File: config.mk
export PLATFORM = sky130hd
export DESIGN_NAME = ble_advertising_data_parser
export DESIGN_NICKNAME = d
export VERILOG_FILES = /design/src/bap_pkg.sv /design/src/bap_parse.sv /design/src/ble_advertising_data_parser.sv
export SDC_FILE = /design/constraint.sdc
export NUM_CORES = 1
export LEC_CHECK = 0
export ABC_AREA = 1
export BUFFER_PORTS_ARGS = -buffer_cell sky130_fd_sc_hd__buf_2
export CORE_AREA = 2 2 132 186
export CTS_BUF_LIST = sky130_fd_sc_hd__clkbuf_8
export CTS_CLUSTER_DIAMETER = 120
export DETAILED_ROUTE_END_ITERATION = 16
export DIE_AREA = 0 0 134 188
export GPL_ROUTABILITY_DRIVEN = 0
export PLACE_DENSITY = 0.78
export SYNTH_ARGS = -nofsm -noshare
export SYNTH_HDL_FRONTEND = slang
export SYNTH_SLANG_ARGS = --single-unit
File: constraint.sdc
create_clock -name clock -period 2.8 [get_ports clock]
set_clock_uncertainty 0.1 [all_clocks]
set_input_delay 0.56 -clock clock [delete_from_list [all_inputs] [get_ports clock]]
set_output_delay 0.56 -clock clock [all_outputs]
set_load 0.05 [all_outputs]
File: src/bap_pkg.sv
// Types, constants and the expected-name table of the advertising data parser.
package bap_pkg;

   // Position in the length-type-value walk.
   typedef enum logic [1:0] {
      PH_LENGTH,
      PH_TYPE,
      PH_VALUE,
      PH_STOPPED
   } phase_type;

   // Result status codes.
   localparam logic [1:0] STATUS_OK       = 2'd0;
   localparam logic [1:0] STATUS_OVERRUN  = 2'd1;
   localparam logic [1:0] STATUS_ODD_LIST = 2'd2;

   // Advertising data structure types.
   localparam logic [7:0] AD_UUID16_PART = 8'h02;
   localparam logic [7:0] AD_UUID16_FULL = 8'h03;
   localparam logic [7:0] AD_NAME_SHORT  = 8'h08;
   localparam logic [7:0] AD_NAME_FULL   = 8'h09;
   localparam logic [7:0] AD_SVC_DATA16  = 8'h16;
   localparam logic [7:0] AD_APPEARANCE  = 8'h19;

   // Byte values of the HID service UUID and the keyboard appearance.
   localparam logic [7:0] HID_UUID_LO   = 8'h12;
   localparam logic [7:0] HID_UUID_HI   = 8'h18;
   localparam logic [7:0] KBD_APPEAR_LO = 8'hC1;
   localparam logic [7:0] KBD_APPEAR_HI = 8'h03;

   // Expected name length and the stored-name limits.
   localparam logic [7:0] EXPECT_LEN   = 8'd19;
   localparam int         MAX_NAME_CAP = 31;
   localparam logic [7:0] PRINT_LO     = 8'd32;
   localparam logic [7:0] PRINT_HI     = 8'd126;
   localparam logic [6:0] SUBST_CHAR   = 7'h3F;

   // Bit positions in the flag vector.
   localparam int FLAG_HID  = 0;
   localparam int FLAG_KBD  = 1;
   localparam int FLAG_NAME = 2;

   // Outcome of one advertisement, as seen after its last byte.
   typedef struct packed {
      logic [1:0] status;
      logic       hid;
      logic       kbd;
      logic       name;
      logic [4:0] length;
   } summary_type;

   // Lower-case expected keyboard name, one character per index.
   function automatic logic [7:0] expected_char(input logic [4:0] idx);
      logic [7:0] c;
      case (idx)
         5'd0:    c = 8'h65;
         5'd1:    c = 8'h77;
         5'd2:    c = 8'h69;
         5'd3:    c = 8'h6E;
         5'd4:    c = 8'h20;
         5'd5:    c = 8'h62;
         5'd6:    c = 8'h74;
         5'd7:    c = 8'h35;
         5'd8:    c = 8'h2E;
         5'd9:    c = 8'h31;
         5'd10:   c = 8'h20;
         5'd11:   c = 8'h6B;
         5'd12:   c = 8'h65;
         5'd13:   c = 8'h79;
         5'd14:   c = 8'h62;
         5'd15:   c = 8'h6F;
         5'd16:   c = 8'h61;
         5'd17:   c = 8'h72;
         5'd18:   c = 8'h64;
         default: c = 8'h00;
      endcase
      return c;
   endfunction

endpackage

File: src/bap_parse.sv
// Byte-by-byte walk of the length-type-value structures, with name store writes.
module bap_parse #(
   parameter int NAME_CAP = 31,
   parameter int IDX_W    = 5
) (
   input  logic                 clock,
   input  logic                 reset,
   input  logic                 beat_en,
   input  logic [7:0]           data_byte,
   input  logic                 last_byte,
   output logic                 wr_en,
   output logic [IDX_W-1:0]     wr_addr,
   output logic [6:0]           wr_data,
   output bap_pkg::summary_type summary
);

   localparam logic [6:0] SUBST_CHAR_W = bap_pkg::SUBST_CHAR;

   bap_pkg::phase_type phase_ff, phase_in;
   logic [7:0] bytes_left_ff, bytes_left_in;
   logic [7:0] field_type_ff, field_type_in;
   logic [7:0] value_index_ff, value_index_in;
   logic [7:0] held_byte_ff, held_byte_in;
   logic [2:0] flags_ff, flags_in;
   logic       match_ff, match_in;
   logic       copy_ff, copy_in;
   logic       odd_ff, odd_in;
   logic [4:0] stored_len_ff, stored_len_in;

   logic       end_req;
   logic [7:0] end_type;
   logic [7:0] n_left;
   logic [7:0] folded;
   logic       overrun;

   // Next parse state for one accepted beat.
   always_comb begin
      phase_in       = phase_ff;
      bytes_left_in  = bytes_left_ff;
      field_type_in  = field_type_ff;
      value_index_in = value_index_ff;
      held_byte_in   = held_byte_ff;
      flags_in       = flags_ff;
      match_in       = match_ff;
      copy_in        = copy_ff;
      odd_in         = odd_ff;
      stored_len_in  = stored_len_ff;
      end_req        = 1'b0;
      end_type       = field_type_ff;
      n_left         = bytes_left_ff - 8'd1;
      wr_en          = 1'b0;
      wr_addr        = value_index_ff[IDX_W-1:0];
      wr_data        = SUBST_CHAR_W;
      folded         = (data_byte inside {[8'h41:8'h5A]}) ? data_byte + 8'd32 : data_byte;

      case (phase_ff)
         bap_pkg::PH_LENGTH: begin
            if (data_byte == 8'd0) begin
               phase_in = bap_pkg::PH_STOPPED;
            end else begin
               bytes_left_in = data_byte;
               phase_in      = bap_pkg::PH_TYPE;
            end
         end
         bap_pkg::PH_TYPE: begin
            // The type byte opens the value: set up the scan for this structure.
            field_type_in  = data_byte;
            bytes_left_in  = n_left;
            value_index_in = 8'd0;
            held_byte_in   = 8'd0;
            match_in       = 1'b0;
            copy_in        = 1'b0;
            if ((data_byte == bap_pkg::AD_UUID16_PART || data_byte == bap_pkg::AD_UUID16_FULL)
                && n_left[0]) begin
               odd_in = 1'b1;
            end else if (data_byte == bap_pkg::AD_SVC_DATA16 && n_left < 8'd2) begin
               field_type_in = 8'd0;
            end else if (data_byte == bap_pkg::AD_APPEARANCE && n_left != 8'd2) begin
               field_type_in = 8'd0;
            end else if (data_byte == bap_pkg::AD_NAME_SHORT
                         || data_byte == bap_pkg::AD_NAME_FULL) begin
               match_in = (n_left == bap_pkg::EXPECT_LEN);
               if (data_byte == bap_pkg::AD_NAME_FULL || stored_len_ff == 5'd0) begin
                  copy_in       = 1'b1;
                  stored_len_in = 5'd0;
               end
            end
            end_type = field_type_in;
            if (n_left == 8'd0) begin
               end_req = 1'b1;
            end else begin
               phase_in = bap_pkg::PH_VALUE;
            end
         end
         bap_pkg::PH_VALUE: begin
            // One value byte of the current structure.
            if (odd_ff) begin
               held_byte_in = held_byte_ff;
            end else if (field_type_ff == bap_pkg::AD_UUID16_PART
                         || field_type_ff == bap_pkg::AD_UUID16_FULL) begin
               if (!value_index_ff[0]) begin
                  held_byte_in = data_byte;
               end else if (held_byte_ff == bap_pkg::HID_UUID_LO
                            && data_byte == bap_pkg::HID_UUID_HI) begin
                  flags_in[bap_pkg::FLAG_HID] = 1'b1;
               end
            end else if (field_type_ff == bap_pkg::AD_SVC_DATA16) begin
               if (value_index_ff == 8'd0) begin
                  held_byte_in = data_byte;
               end else if (value_index_ff == 8'd1 && held_byte_ff == bap_pkg::HID_UUID_LO
                            && data_byte == bap_pkg::HID_UUID_HI) begin
                  flags_in[bap_pkg::FLAG_HID] = 1'b1;
               end
            end else if (field_type_ff == bap_pkg::AD_APPEARANCE) begin
               if (value_index_ff == 8'd0) begin
                  held_byte_in = data_byte;
               end else if (value_index_ff == 8'd1) begin
                  flags_in[bap_pkg::FLAG_KBD] = (held_byte_ff == bap_pkg::KBD_APPEAR_LO)
                                                && (data_byte == bap_pkg::KBD_APPEAR_HI);
               end
            end else if (field_type_ff == bap_pkg::AD_NAME_SHORT
                         || field_type_ff == bap_pkg::AD_NAME_FULL) begin
               if (match_ff && value_index_ff < bap_pkg::EXPECT_LEN
                   && folded != bap_pkg::expected_char(value_index_ff[4:0])) begin
                  match_in = 1'b0;
               end
               if (copy_ff && value_index_ff < 8'(NAME_CAP)) begin
                  wr_en         = 1'b1;
                  wr_data       = (data_byte inside {[bap_pkg::PRINT_LO:bap_pkg::PRINT_HI]})
                                  ? data_byte[6:0] : SUBST_CHAR_W;
                  stored_len_in = 5'(value_index_ff + 8'd1);
               end
            end
            value_index_in = value_index_ff + 8'd1;
            bytes_left_in  = n_left;
            if (n_left == 8'd0) begin
               end_req = 1'b1;
            end
         end
         default: begin
            phase_in = phase_ff;
         end
      endcase

      // Close of a structure: a surviving name match sets its flag.
      if (end_req) begin
         if ((end_type == bap_pkg::AD_NAME_SHORT || end_type == bap_pkg::AD_NAME_FULL)
             && !odd_in && match_in) begin
            flags_in[bap_pkg::FLAG_NAME] = 1'b1;
         end
         match_in = 1'b0;
         copy_in  = 1'b0;
         phase_in = odd_in ? bap_pkg::PH_STOPPED : bap_pkg::PH_LENGTH;
      end

      // Outcome as seen after this beat, used when it is the last one.
      overrun = (phase_in == bap_pkg::PH_TYPE) || (phase_in == bap_pkg::PH_VALUE);
      if (overrun) begin
         summary.status = bap_pkg::STATUS_OVERRUN;
      end else if (odd_in) begin
         summary.status = bap_pkg::STATUS_ODD_LIST;
      end else begin
         summary.status = bap_pkg::STATUS_OK;
      end
      summary.hid    = !overrun && flags_in[bap_pkg::FLAG_HID];
      summary.kbd    = !overrun && flags_in[bap_pkg::FLAG_KBD];
      summary.name   = !overrun && flags_in[bap_pkg::FLAG_NAME];
      summary.length = overrun ? 5'd0 : stored_len_in;
   end

   // Parse state registers; the last beat returns everything to its start.
   always_ff @(posedge clock) begin
      if (reset || (beat_en && last_byte)) begin
         phase_ff       <= bap_pkg::PH_LENGTH;
         bytes_left_ff  <= 8'd0;
         field_type_ff  <= 8'd0;
         value_index_ff <= 8'd0;
         held_byte_ff   <= 8'd0;
         flags_ff       <= 3'd0;
         match_ff       <= 1'b0;
         copy_ff        <= 1'b0;
         odd_ff         <= 1'b0;
         stored_len_ff  <= 5'd0;
      end else if (beat_en) begin
         phase_ff       <= phase_in;
         bytes_left_ff  <= bytes_left_in;
         field_type_ff  <= field_type_in;
         value_index_ff <= value_index_in;
         held_byte_ff   <= held_byte_in;
         flags_ff       <= flags_in;
         match_ff       <= match_in;
         copy_ff        <= copy_in;
         odd_ff         <= odd_in;
         stored_len_ff  <= stored_len_in;
      end
   end

endmodule

File: src/ble_advertising_data_parser.sv
// Top level of the advertising data parser: structure walk, name store and result run.
// The last byte starts the run, which loads each result into the output register.
// Throughput: one byte per cycle while no run is active; a run of N results (N = name
// length, at least one) leaves at one per cycle from the name store's single read port
// unless the receiver stalls. Input is stalled from the last byte until the final
// result is loaded. Reset (synchronous, active high) restarts the parser.
module ble_advertising_data_parser #(
   parameter int NAME_SIZE = 32
) (
   input  logic       clock,
   input  logic       reset,
   input  logic       req_valid,
   output logic       req_stall,
   input  logic [7:0] req_data_byte,
   input  logic       req_last_byte,
   output logic       rsp_valid,
   input  logic       rsp_stall,
   output logic [1:0] rsp_status,
   output logic       rsp_hid_seen,
   output logic       rsp_kbd_appearance,
   output logic       rsp_name_match,
   output logic       rsp_keyboard_candidate,
   output logic [4:0] rsp_name_length,
   output logic [6:0] rsp_name_char,
   output logic       rsp_last_result
);

   localparam int NAME_CAP = (NAME_SIZE - 1 > bap_pkg::MAX_NAME_CAP) ?
                             bap_pkg::MAX_NAME_CAP : NAME_SIZE - 1;
   localparam int IDX_W    = (NAME_CAP > 1) ? $clog2(NAME_CAP) : 1;

   logic                 req_beat;
   logic                 wr_en;
   logic [IDX_W-1:0]     wr_addr;
   logic [6:0]           wr_data;
   bap_pkg::summary_type summary;

   bap_pkg::summary_type run_sum_ff;
   logic                 run_active_ff;
   logic [4:0]           run_k_ff;
   logic [4:0]           run_last_k;
   logic                 load;

   logic [6:0]           name_mem [NAME_CAP];
   logic [6:0]           char_ff;
   bap_pkg::summary_type rsp_sum_ff;
   logic                 rsp_valid_ff;
   logic                 rsp_last_ff;

   // The store is written only while bytes flow and read only during a run,
   // so holding off input during the run keeps the two from overlapping.
   assign req_stall = run_active_ff;
   assign req_beat  = req_valid && !req_stall;

   bap_parse #(
      .NAME_CAP (NAME_CAP),
      .IDX_W    (IDX_W)
   ) u_parse (
      .clock     (clock),
      .reset     (reset),
      .beat_en   (req_beat),
      .data_byte (req_data_byte),
      .last_byte (req_last_byte),
      .wr_en     (wr_en),
      .wr_addr   (wr_addr),
      .wr_data   (wr_data),
      .summary   (summary)
   );

   // Name store writes from the parser.
   always_ff @(posedge clock) begin
      if (wr_en) begin
         name_mem[wr_addr] <= wr_data;
      end
   end

   // During a run, a result is loaded whenever the output register is empty or being taken.
   assign load       = run_active_ff && (!rsp_valid_ff || !rsp_stall);
   assign run_last_k = (run_sum_ff.length == 5'd0) ? 5'd0 : run_sum_ff.length - 5'd1;

   // Run sequencer.
   always_ff @(posedge clock) begin
      if (reset) begin
         run_active_ff <= 1'b0;
         run_k_ff      <= 5'd0;
      end else if (req_beat && req_last_byte) begin
         run_active_ff <= 1'b1;
         run_k_ff      <= 5'd0;
      end else if (load) begin
         run_active_ff <= (run_k_ff != run_last_k);
         run_k_ff      <= run_k_ff + 5'd1;
      end
   end

   // Outcome held for the length of the run.
   always_ff @(posedge clock) begin
      if (req_beat && req_last_byte) begin
         run_sum_ff <= summary;
      end
   end

   // Registered read of the store straight into the output beat.
   always_ff @(posedge clock) begin
      if (load) begin
         char_ff     <= name_mem[run_k_ff[IDX_W-1:0]];
         rsp_sum_ff  <= run_sum_ff;
         rsp_last_ff <= (run_k_ff == run_last_k);
      end
   end

   // Output valid.
   always_ff @(posedge clock) begin
      if (reset) begin
         rsp_valid_ff <= 1'b0;
      end else if (load) begin
         rsp_valid_ff <= 1'b1;
      end else if (!rsp_stall) begin
         rsp_valid_ff <= 1'b0;
      end
   end

   assign rsp_valid              = rsp_valid_ff;
   assign rsp_status             = rsp_sum_ff.status;
   assign rsp_hid_seen           = rsp_sum_ff.hid;
   assign rsp_kbd_appearance     = rsp_sum_ff.kbd;
   assign rsp_name_match         = rsp_sum_ff.name;
   assign rsp_keyboard_candidate = rsp_sum_ff.hid | rsp_sum_ff.kbd | rsp_sum_ff.name;
   assign rsp_name_length        = rsp_sum_ff.length;
   assign rsp_name_char          = (rsp_sum_ff.length == 5'd0) ? 7'd0 : char_ff;
   assign rsp_last_result        = rsp_last_ff;

endmodule

==> impl_metrics.json <==
{
  "p_per_area_mw_per_mm2": 610,
  "drt-total-wl_um": 33600,
  "vdd_ir_drop_max_mv": 0.602,
  "cp_data_arrival_time_ps": 2770,
  "finalSetupViolCount": 0,
  "postRouteAntennaNets": 0,
  "drv_slew": 0,
  "relSlewSlack_pct": 35.9,
  "synth-seq-area-share_pct": 62.3,
  "cts.repair.resized": 0,
  "via_per_inst": 5.89,
  "port_buffers": 33,
  "max_freq_mhz": 382,
  "hp-class": "input pin to flip-flop",
  "die_x_um": 134,
  "drv_cap": 0,
  "wl_per_cell_um": 19.0,
  "dp_hpwl_um": 22600,
  "yosysMostFrequentCell": "edfxtp_1",
  "ys.flop_type": "edfxtp_1",
  "insertion_delay_ps": 560,
  "drtIter0Drc": 1162,
  "period_needed_ps": 2620,
  "grt_pass1_vias": 10300,
  "clk_pin_slew_ps": 60,
  "areaGrowthSynthToFinish_pct": 12.7,
  "endpoint_kind": "flip-flop",
  "cts.sink_count": 304,
  "async_flop_share_pct": 0,
  "core_mm2": 0.0236,
  "ys_warn_count": 0,
  "ctsLongestPathBuffers": 3,
  "hold_ws_ps": 92.3,
  "critPathRequiredTime_ps": 2960,
  "layout-drive-gt1-share_pct": 14.7,
  "cts_made_buffers": 43,
  "h-tree-depth": 2,
  "ys_types": 53,
  "fp-row-count": 67,
  "post_cts_buffers": 0,
  "yosysTopAreaCellShare_pct": 53.7,
  "drc": 0,
  "ys_ff_latch": 304,
  "crit_type": "flip-flop to flip-flop",
  "hold_viol_final": 0,
  "grt_overflow_total": 0,
  "yosysTopAreaCell": "edfxtp_1",
  "synthCells": 1342,
  "cts_tree": "done",
  "antenna_found_initial": 0,
  "io_pins": 34,
  "finalNetCount": 1458,
  "syn_nets": 1374,
  "power.leakage_nw": 6.31,
  "first_pass_iters": 6,
  "vias": 10400,
  "worst_pin_slew_ps": 958,
  "synthesis.area_mm2": 0.0137,
  "rsz0062_at_grt": "no",
  "fin_total_pwr_mw": 9.42,
  "synth_edf_count": 245,
  "diodes": 0,
  "grt_max_degree": 67,
  "finalCritPeriodShare_pct": 93.4,
  "setup_tns_ps": 0,
  "dieArea_mm2": 0.0252,
  "initial_utilization_pct": 58.2,
  "grt_usage_pct": 27.1,
  "die_h_um": 188,
  "yosys-top-cells-count": "edfxtp_1, nor2_1, nand2_1",
  "ctsHoldBuffers": 0,
  "crit_fanout": 8,
  "status": "complete, no violations",
  "startpoint_type": "flip-flop",
  "grt_first_pass_wirelength_um": 53100,
  "root_buffer": "clkbuf_8",
  "synth_area_leaders": "edfxtp_1, dfxtp_1, nor2_1",
  "synth_area_per_cell_um2": 10.2
}
[report_power, final]
part | internal, mW | switching (mW)
clock network | 1.96 | 1.59
registers | 4.88 | 0.0402
logic | 0.284 | 0.677
total | 7.12 | 2.31
[area by class of cell]
cell class / count / area [µm²]
Clock buffer: 52 / 716
Clock inverter: 26 / 180
Fill cell: 1787 / 8110
Inverter: 122 / 458
Multi-Input combinational cell: 854 / 4470
Sequential cell: 304 / 8540
Tap cell: 310 / 388
Timing Repair Buffer: 101 / 701
[through the flow]
stage	instance area (µm²)	utilization (%)	worst slack (ps)	instances
finish	15400	65.6	185	1769
global route	15400	65.6	17.8	1769
CTS	15400	65.6	231	1769
detailed placement	14600	61.8	173	1691
global placement	14600	61.8	186	1691
floorplan	13700	-	346	1342
[sequential cells by signal (all words and copies together) (netlist names), 5 cells and up, named ones only]
register / cells
u_parse.held_byte_ff: 8
u_parse.field_type_ff: 8
name_mem: 217
run_k_ff: 5
run_sum_ff: 10
char_ff: 7
u_parse.value_index_ff: 8
u_parse.stored_len_ff: 5
u_parse.bytes_left_ff: 8
rsp_name_length: 5
[worst paths after layout]
path / start / to / slack, ps / cells after the start
worst max register to register: u_parse.field_type_ff[6] / name_mem[30][1] / 180 / 9
worst max-delay path: u_parse.field_type_ff[6] / name_mem[30][1] / 180 / 9
worst min-delay path: reset / rsp_valid / 90 / 2
worst min register to register: run_sum_ff[6] / rsp_kbd_appearance / 310 / 0
[cell usage in the layout (no fill, tap or decap), types with 19 or more instances in the layout]
| master | instances |
|---|---|
| o21ai_0 | 134 |
| clkbuf_8 | 52 |
| nand2_1 | 181 |
| buf_4 | 66 |
| nor2_1 | 187 |
| edfxtp_1 | 245 |
| nand4_1 | 20 |
| o22ai_1 | 32 |
| nand3_1 | 77 |
| buf_2 | 33 |
| dfxtp_1 | 58 |
| inv_1 | 125 |
| o221ai_1 | 21 |
| a21oi_1 | 51 |
| ha_1 | 19 |
[logic make-up (layout without fill, tap and decap cells)]
kind of cell	Yosys count	in the layout	synth area share, %
adder cells (fa/ha/maj)	19	19	1.73
AO/OA/AOI/OAI	294	294	12.5
XOR/XNOR	7	7	0.447
buffers and inverters	184	301	5.19
AND/OR/NAND/NOR	534	534	17.8
flip-flops	304	304	62.3
[layer usage]
metal / global-route usage (%) / routed length (µm) / up-vias
met5: 0 / 0 / -
met4: 15.0 / 1900 / 0
met3: 4.03 / 2290 / 127
met2: 48.5 / 17600 / 466
met1: 30.8 / 11800 / 4917
li1: - / - / 4911
[critical path, cell delays in order, from the launching register on]
cell and delay (ps):
dfxtp_1 310, nor2_1 130, nand3_1 170, inv_1 120, nand3_1 110, nand3b_1 220
nor2_1 330, nand2_1 390, nor2_1 230, buf_4 200
Note: power is estimated with default switching activity, not from simulation.
